===== config.mk =====
export PLATFORM = sky130hd
export DESIGN_NAME = cc20_feedforward
export DESIGN_NICKNAME = d
export VERILOG_FILES = /design/src/rtl/cc20_pkg.sv /design/src/rtl/cc20_feedforward.sv
export SDC_FILE = /design/constraint.sdc
export NUM_CORES = 1
export LEC_CHECK = 0
export ABC_CLOCK_PERIOD_IN_PS = 5100
export BUFFER_PORTS_ARGS = -buffer_cell sky130_fd_sc_hd__buf_2
export CORE_AREA = 8 8 600 602
export DETAILED_ROUTE_END_ITERATION = 12
export DIE_AREA = 0 0 608 610
export HOLD_SLACK_MARGIN = 0.06
export PLACE_DENSITY = 0.38
export SLEW_MARGIN = 20
export SYNTH_ARGS = -nofsm -noshare
export SYNTH_HDL_FRONTEND = slang
export SYNTH_SLANG_ARGS = --single-unit

===== constraint.sdc =====
create_clock -name clk -period 5.1 [get_ports clk]
set_input_delay 1.02 -clock clk [delete_from_list [all_inputs] [get_ports clk]]
set_output_delay 1.02 -clock clk [all_outputs]
set_load 0.02 [all_outputs]

===== src/rtl/cc20_pkg.sv =====
// cc20_pkg: shared types, rotate amounts and the half quarter-round function
// for the ChaCha block pipeline. No dependencies.
package cc20_pkg;

  typedef logic [31:0] word_t;
  typedef logic [15:0][31:0] state_t;

  typedef struct packed {
    word_t a;
    word_t b;
    word_t c;
    word_t d;
  } quad_t;

  // rotate amounts, first and second half of a quarter-round
  localparam int unsigned ROT_D_FIRST  = 16;
  localparam int unsigned ROT_B_FIRST  = 12;
  localparam int unsigned ROT_D_SECOND = 8;
  localparam int unsigned ROT_B_SECOND = 7;
  localparam int unsigned WORD_BITS    = 32;

  function automatic word_t rotl(input word_t x, input int unsigned r);
    return (x << r) | (x >> (WORD_BITS - r));
  endfunction

  // a += b; d ^= a; d <<<= rd; c += d; b ^= c; b <<<= rb
  function automatic quad_t half_qr(input quad_t q, input int unsigned rd,
                                    input int unsigned rb);
    quad_t o;
    o.a = q.a + q.b;
    o.d = rotl(q.d ^ o.a, rd);
    o.c = q.c + o.d;
    o.b = rotl(q.b ^ o.c, rb);
    return o;
  endfunction

endpackage


===== src/rtl/cc20_feedforward.sv =====
// cc20_feedforward: final stage, adds the input state back word by word and
// holds the result for the output channel. Depends on cc20_pkg.
module cc20_feedforward (
  input  logic             clk,
  input  logic             rst,
  input  logic             en,
  input  logic             in_valid,
  input  cc20_pkg::state_t in_work,
  input  cc20_pkg::state_t in_init,
  output logic             out_valid,
  output cc20_pkg::state_t out_sum
);

  cc20_pkg::state_t sum_next;

  always_comb begin
    for (int i = 0; i < 16; i++) begin
      sum_next[i] = in_work[i] + in_init[i];
    end
  end

  always_ff @(posedge clk) begin
    if (rst) begin
      out_valid <= 1'b0;
    end else if (en) begin
      out_valid <= in_valid;
    end
  end

  always_ff @(posedge clk) begin
    if (en) begin
      out_sum <= sum_next;
    end
  end

endmodule

== Yosys cells after proc, flatten, opt, wreduce, memory -nomap -nowiden ==
Index checks and enable logic that the tools add are counted.

* Add/sub/neg operators: 16

{| class="wikitable"
|+ Operator list
! kind !! number
|-
| adder 32 bit || 16
|}

* Register bits after elaboration: 513
* Output and inout bits: 513

== Logic depth before layout (Yosys ltp) ==
Gate-level depths: netlist (run 1).

* Depth in word-level cells: 1
* Mapped depth: 11
* Mapped depth without buffers: 11

== Least setup slack after synthesis (run 1) ==
OpenSTA, ideal clock, no wires.

* Kind: input -> register
* From: input port in_work[64] in the netlist's numbering
* To: register out_sum[94] in the netlist's numbering, data pin
* Library setup time: 0.261 ns
* Buffers on the path: 0
* Setup slack: 1.224 ns
* Stages: 11
* Arrival time: 3.615 ns
* Cells stage by stage: ha_1 -> fa_1 -> a21o_1 -> a21oi_2 -> o211ai_1 -> a2111oi_2 -> nor2_1 -> a2111oi_2 -> nor2_1 -> a21o_1 -> a311o_1

{| class="wikitable"
|+ RTL lines
! element !! RTL line !! text
|-
| from (decl) || cc20_feedforward.sv:8 || <nowiki>input cc20_pkg::state_t in_work,</nowiki>
|-
| to (signal assigned) || cc20_feedforward.sv:32 || <nowiki>out_sum <= sum_next;</nowiki>
|-
| to (decl) || cc20_feedforward.sv:11 || <nowiki>output cc20_pkg::state_t out_sum</nowiki>
|}

==> results of run 1 <==
-- stage by stage --
stage / total power [mW] / cell area, sq um / util [%]
5_1_grt: 19.7 / 56900 / 16.2
2_1_floorplan: 9.46 / 40400 / -
3_5_place_dp: 12.8 / 54100 / 15.4
4_1_cts: 19.2 / 56900 / 16.2
6_report: 18.7 / 57000 / 16.2
3_3_place_gp: 12.8 / 54100 / 15.4
-- layout make-up --
type / count / area share (%)
clock inverter: 48 / 1.07
sequential: 513 / 27.0
clock buffer: 97 / 3.77
antenna: 47 / 0.206
inverter: 109 / 0.718
timing repair buffer: 1582 / 14.2
tap: 4620 / 10.1
multi-input combinational: 3324 / 42.9
-- worst paths after layout --
| check | from | to | slack (ns) | cells after the start |
|---|---|---|---|---|
| max | in_init[224] | out_sum[250]$_DFFE_PP_ | 1.20 | 12 |
| min | rst | out_valid$_SDFFE_PP0P_ | 0.38 | 2 |
| max reg2reg | out_valid$_SDFFE_PP0P_ | out_valid$_SDFFE_PP0P_ | 4.52 | 2 |
| min reg2reg | out_valid$_SDFFE_PP0P_ | out_valid$_SDFFE_PP0P_ | 0.50 | 2 |
-- power by group through the flow --
stage | logic (mW) | registers [mW] | clock network, mW
after floorplan | 2.74 | 6.72 | 0
after global placement | 6.78 | 6.05 | 0
after detailed placement | 6.77 | 6.03 | 0
after CTS | 6.81 | 5.97 | 6.47
after global routing | 7.16 | 6.00 | 6.54
final | 6.65 | 5.93 | 6.14
-- cells by family after synthesis --
logic type	after synthesis	share of synthesized area [%]
flops	513	38.1
mux	8	0.201
compound gates	1399	22.5
fa+ha+maj	512	16.1
simple gates	957	11.7
buf+inv	184	1.71
xor+xnor	448	9.70
-- synth_stat cells, drive strengths merged, types with 7 or more instances --
cell,instances,area (sq um)
ha,496,6210
a211oi,28,215
nor4,12,75.1
nand3,82,410
a31oi,44,275
nor3b,12,90.1
o31a,9,78.8
a21boi,16,120
o211ai,19,143
o31ai,23,173
and4,15,131
a31o,10,87.6
a221oi,9,91.3
nor2,238,893
and3,52,325
o21a,53,398
o311ai,8,70.1
a21oi,465,2340
xnor2,302,2650
o41ai,8,77.6
edfxtp,512,15400
a221o,13,130
inv,109,409
a41oi,15,131
mux2i,7,70.1
a21o,309,2320
o21ai,211,1060
clkbuf,73,274
a211o,7,61.3
nand4,51,319
nor2b,61,382
nand2,229,860
and2,26,163
or2,10,62.6
or3,19,119
fa,16,320
nand2b,61,382
a2111oi,16,190
a311oi,11,109
o21bai,75,563
nor3,68,340
xor2,146,1280
-- sequential cells by signal (all words and copies together) (netlist names) --
register and count:
out_sum 512, out_valid 1
-- metal layers --
metal / track usage, % / wire length (microns) / vias to the layer above
li1: - / - / 18600
met2: 25.8 / 139000 / 1500
met1: 15.1 / 102000 / 19500
met3: 3.18 / 16000 / 395
met5: 0 / 323 / -
met4: 3.49 / 8600 / 50
==> summary.txt, run 1 <==
Synth
  – Library cells used by synthesis: 84
  – Synthesized net count: between 5000 and 6000
  – Post-synthesis sequential area ratio: between 30% and 40%
  – Warnings from Yosys: 0
  – Avg Cell Area, Syn: about 10 sq um
  – Synth Cell Area: slightly above 0.04 sq mm
  – Synth Instances: around 4000
  – Seq cells post-synth: approximately 500
  – Main synth FF type: edfxtp_1
  – Post-synth EDFFs: 512
  – Ys async rst share: 0%

Cells and area
  – Commonest non-fill, non-tap cell in the layout: buf_2
  – Final Non-Filler Cells: slightly above 10000
  – Register cell area after layout: around 0.015 sq mm
  – Fin nets: 7154
  – Area Overhead vs Synth: 40.9%
  – Area occupied by multi-input gates: ~0.024 sq mm
  – Commonest cells after routing, fill and taps aside: buf_2, edfxtp_1, ha_1
  – Layout cells sized above 1: roughly 31%
  – Filler cell count: about 40000

Critical path
  – Startpoint Class: input port
  – Largest fanout on the critical path: 3
  – Worst endpoint required time: ~5.6 ns
  – WS Path Type: in -> reg
  – Critical Path AT: roughly 4.4 ns
  – Crit path cell chain: buf_2 -> ha_1 -> fa_1 -> a21o_1 -> a21oi_1 -> o21ai_0 -> a311o_1 -> a31oi_1 -> o221ai_1 -> a21oi_1 -> o221ai_1 -> xnor2_1
  – Family with the most delay on the worst path: compound AO/OA/AOI/OAI gates
  – Critical Path Max Stage Delay: slightly above 0.6 ns
  – Endpoint type of the worst setup path: flip-flop
  – WP buf/inv: 1
  – CP max-delay cell: a311o_1

Placement
  – Detail Placement HPWL: ~240000 microns
  – Pre-CTS WS: 0.402 ns
  – Buffers on Ports: between 1500 and 2000
  – Routability-driven placement congestion ratio: between 0.9 and 1
  – Dpl cells: about 10000

Global routing
  – Largest net degree at the start of global routing: 71
  – Vias in the first global route: 40400
  – All-layer global routing usage: between 10% and 20%
  – Total gr overflow: 0
  – Antenna violations before repair: approximately 160
  – First-pass GRT wire length: 355000 microns

Clocking
  – CTS H-tree lvls: 3
  – Post_cts resized: 0
  – Skew-Pair Late Insertion Delay: ~0.78 ns
  – Worst-path clk slew: approximately 0.06 ns
  – CTS tree: done
  – Hold buffers post-CTS: 0
  – Clock Tree Buf Depth: 4
  – Root buffer selected by CTS: clkbuf_16
  – Num CTS Buffers: 84
  – Post-CTS Setup Bufs: 0
  – Clk sinks: between 500 and 600

Timing
  – Final worst path period share: roughly three quarters
  – Worst Skew: 0 ns
  – Finish-stage setup viols: 0
  – Period minus WS final: a little under 4 ns
  – Fin. max-slew vios: 0
  – Final hold slack: between 0.3 and 0.4 ns
  – Worst-Margin Slew: between 0.9 and 1 ns
  – Worst Slack Setup Final: 1.20 ns
  – Unrepaired setup endpoints after global routing: false
  – Max frequency: 256 MHz
  – Final hold vios: 0
  – Max-slew headroom: ~36%
  – Setup TNS: 0 ns

Flow run
  – Max-cap viol count: 0

Power
  – Combinational power share: between 30% and 40%
  – Leakage: ~25 nW
  – Total power per unit cell area: roughly 330 mW/mm^2
  – Psw: between 7 and 8 mW
  – Internal: 11.6 mW
  – Clock power share: between 30% and 40%
  – Max IR drop VDD: about 0.21 mV
  – Switching Fraction: a little under two fifths
  – Sequential power share: 31.7%

Floorplanning
  – Die width: around 610 microns
  – Initial Util: approximately 12%
  – Io pins: 1541
  – Die height: 610 microns
  – Core footprint: around 0.35 sq mm
  – Die area: between 0.3 and 0.4 sq mm
  – Row cnt: between 200 and 250

Run status
  – Run status: completed

Detailed routing
  – Post-route antenna net violation count: 0
  – Routed WL: between 200000 and 300000 microns
  – Number of iterations in the first detailed-routing pass: 6
  – Residual DRC: 0
  – First DRT Iteration DRCs: 2499
  – Routed vias: 40000
  – Via density: slightly below 4
  – Drt wl/cell: around 26 microns

Min path
  – Path type of the worst min-delay path: in -> reg
Power figures use the tool's default switching activity.
==> run 2, diff against run 1 <==
--- a/config.mk
+++ b/config.mk
@@ -5,7 +5,7 @@
 export SDC_FILE = /design/constraint.sdc
 export NUM_CORES = 1
 export LEC_CHECK = 0
-export ABC_CLOCK_PERIOD_IN_PS = 5100
+export ABC_CLOCK_PERIOD_IN_PS = 3700
 export BUFFER_PORTS_ARGS = -buffer_cell sky130_fd_sc_hd__buf_2
 export CORE_AREA = 8 8 600 602
 export DETAILED_ROUTE_END_ITERATION = 12
==> constraint.sdc (replaced) <==
create_clock -name clk -period 3.7 [get_ports clk]
set_input_delay 0.74 -clock clk [delete_from_list [all_inputs] [get_ports clk]]
set_output_delay 0.74 -clock clk [all_outputs]
set_load 0.02 [all_outputs]
==> run 2 against run 1 <==
  * Die area did not move
  * Clock-buffer cell count is 5 lower
  * Sequential power up 38%
  * First-iteration DRC count shrank 1.1%
  * Cell area grew 3.7%
  * Combinational power increased by 44%
  * Register-to-register slack worse by 1.4 ns
  * Clock skew is the same
  * Flip-flop and latch count stayed put
  * Non-clock buffer count rose by 250
  * Clock power grew 37%
  * Critical endpoint unchanged
  * Largest cell class unchanged
==> summary.txt, run 2 (synthesis results as in run 1) <==
Run status
  – Run status: completed

Floorplanning
  – Io pins: 1541 (unchanged)
  – Die width: 608 microns (unchanged)
  – Die area: 0.371 sq mm (unchanged)
  – Core footprint: 0.351 sq mm (unchanged)
  – Row cnt: 218 (unchanged)
  – Initial Util: 11.5% (unchanged)
  – Die height: 610 microns (unchanged)

Power
  – Total power per unit cell area: 444 mW/mm^2 (+35%)
  – Combinational power share: 36.6% (+1.1 points)
  – Internal: 16.3 mW (+40%)
  – Switching Fraction: 38.0% (-0.13 points)
  – Clock power share: 32.2% (-0.6 points)
  – Max IR drop VDD: 0.340 mV (+65%)
  – Leakage: 26.2 nW (+5.0%)
  – Psw: 9.96 mW (+40%)
  – Sequential power share: 31.3% (-0.4 points)

Placement
  – Buffers on Ports: 1540 (unchanged)
  – Routability-driven placement congestion ratio: 0.947 (+0.68%)
  – Detail Placement HPWL: 242000 microns (+2.7%)
  – Dpl cells: 10400 (+2.5%)

Critical path
  – WP buf/inv: 3 (+2)
  – Crit path cell chain: buf_2 -> ha_1 -> fa_1 -> a21o_1 -> a21oi_1 -> o21ai_0 -> a311o_1 -> buf_12 -> a31oi_1 -> buf_4 -> o221ai_1 -> a21oi_1 -> o221ai_1 -> xnor2_1
  – Endpoint type of the worst setup path: flip-flop
  – Largest fanout on the critical path: 3 (unchanged)
  – Startpoint Class: input port
  – Family with the most delay on the worst path: compound AO/OA/AOI/OAI gates
  – Flop2flop setup slack: 3.13 ns (-1.39 ns)
  – Critical Path Max Stage Delay: 0.47 ns (-0.15 ns)
  – Critical Path AT: 3.81 ns (-0.61 ns)
  – CP max-delay cell: a311o_1
  – WS Path Type: in -> reg
  – Worst endpoint required time: 4.21 ns (-1.41 ns)

Clocking
  – Worst-path clk slew: 0.06 ns (about the same)
  – CTS tree: done
  – Num CTS Buffers: 84 (unchanged)
  – Skew-Pair Late Insertion Delay: 0.74 ns (-0.04 ns)
  – Post_cts resized: 0 (unchanged)
  – Post-CTS Setup Bufs: 0 (unchanged)
  – Root buffer selected by CTS: clkbuf_16
  – Clk sinks: 513 (unchanged)
  – Clock Tree Buf Depth: 4 (unchanged)
  – CTS H-tree lvls: 3 (unchanged)

Detailed routing
  – Drt wl/cell: 25.6 microns (-0.36%)
  – Routed WL: 272000 microns (+2.3%)
  – Via density: 3.84 (-0.54%)
  – Post-route antenna net violation count: 0 (unchanged)
  – Routed vias: 40800 (+2.1%)
  – Residual DRC: 0 (unchanged)
  – First DRT Iteration DRCs: 2472 (-1.1%)
  – Number of iterations in the first detailed-routing pass: 7 (+1)

Cells and area
  – Largest register FFs: 512 (unchanged)
  – Area Overhead vs Synth: 46.1%
  – Final Non-Filler Cells: 10600 (+2.6%)
  – Layout cells sized above 1: 33.9% (+2.9 points)
  – Commonest cells after routing, fill and taps aside: buf_2, edfxtp_1, ha_1
  – Fin nets: 7404 (+3.5%)
  – Largest reg by FF count: out_sum
  – Filler cell count: 39600 (+0.12%)
  – Largest registers: out_sum: 512 flops, out_valid: 1 flops
  – Commonest non-fill, non-tap cell in the layout: buf_2

Flow run
  – Max-cap viol count: 0 (unchanged)

Timing
  – Unrepaired setup endpoints after global routing: false
  – Finish-stage setup viols: 0 (unchanged)
  – Final hold slack: 0.224 ns (-0.160 ns)
  – Final hold vios: 0 (unchanged)
  – Final worst path period share: 89.0%
  – Worst Skew: 0 ns (unchanged)
  – Worst-Margin Slew: 0.967 ns (+0.0267 ns)
  – Fin. max-slew vios: 0 (unchanged)
  – Period minus WS final: ~3.3 ns
  – Max frequency: between 300 and 400 MHz
  – Max-slew headroom: 35.6% (-0.16 points)

Global routing
  – All-layer global routing usage: 13.9% (+0.30 points)
  – Vias in the first global route: 41300 (+2.2%)
  – First-pass GRT wire length: 361000 microns (+1.9%)
  – Largest net degree at the start of global routing: 53 (-25%)
  – Total gr overflow: 0 (unchanged)
  – Antenna violations before repair: 203 (+28%)

Min path
  – Path type of the worst min-delay path: in -> reg
-- run 2: changes by cell type in the layout (fill, tap and decap cells not counted), sizes merged --
cell / previous run / this run
buf: 1582 / 1831
clkbuf: 97 / 92
dlygate4sd3: 0 / 1
bufinv: 14 / 13
clkinv: 28 / 33
diode: 47 / 66
clkinvlp: 2 / 5
-- run 2: final cells by class --
cell class / count / area [sq um] / share of cell area (%)
Clock buffer: 92 / 2130 / 3.61
Timing Repair Buffer: 1832 / 10100 / 17.1
Clock inverter: 55 / 669 / 1.13
Multi-Input combinational cell: 3324 / 24400 / 41.3
Inverter: 109 / 409 / 0.693
Antenna cell: 66 / 165 / 0.280
Sequential cell: 513 / 15400 / 26.1
Tap cell: 4620 / 5780 / 9.78
-- run 2: final timing paths --
check,start,endpoint,cells after the start
max,in_init[224],out_sum[250]$_DFFE_PP_,14
max reg2reg,out_valid$_SDFFE_PP0P_,out_valid$_SDFFE_PP0P_,2
min reg2reg,out_valid$_SDFFE_PP0P_,out_valid$_SDFFE_PP0P_,2
min,in_init[160],out_sum[160]$_DFFE_PP_,2
-- run 2: what timing repair did --
action,in CTS,in global routing
setup endpoints to repair,0,0
hold buffers,1,0
endpoints found under the hold margin,1,0
-- run 2: routing by layer --
layer,up-vias,track usage [%],wire length (microns)
met1,19700,15.2,104000
met4,64,3.71,8370
met2,1523,26.4,143000
met5,-,0,399
li1,19100,-,-
met3,458,3.44,16400
-- run 2: power groups by stage --
stage                     Clock [mW]  Sequential (mW)  Combinational, mW
after detailed placement           0             8.34               9.77
after global placement             0             8.37               9.78
final                           8.44             8.20               9.59
after floorplan                    0             9.27               3.78
after global routing            9.01             8.30               10.3
after CTS                       8.88             8.25               9.83
-- run 2: worst register-to-register path, cell delays in order, from the launching register on --
cell and delay, ns:
dfxtp_1 0.30, mux2i_1 0.12, nor2_1 0.05
-- run 2: stage by stage --
| stage | area, sq um | total power, mW | utilization [%] | worst slack [ns] | TNS, ns |
|---|---|---|---|---|---|
| global route | 59000 | 27.7 | 16.8 | 0.287 | 0 |
| global placement | 56100 | 18.1 | 16.0 | -0.450 | -6.61 |
| floorplan | 40400 | 13.0 | - | 0.104 | 0 |
| finish | 59100 | 26.2 | 16.8 | 0.407 | 0 |
| detailed placement | 56100 | 18.1 | 16.0 | -0.420 | -6.46 |
| CTS | 58900 | 27.0 | 16.8 | 0.439 | 0 |
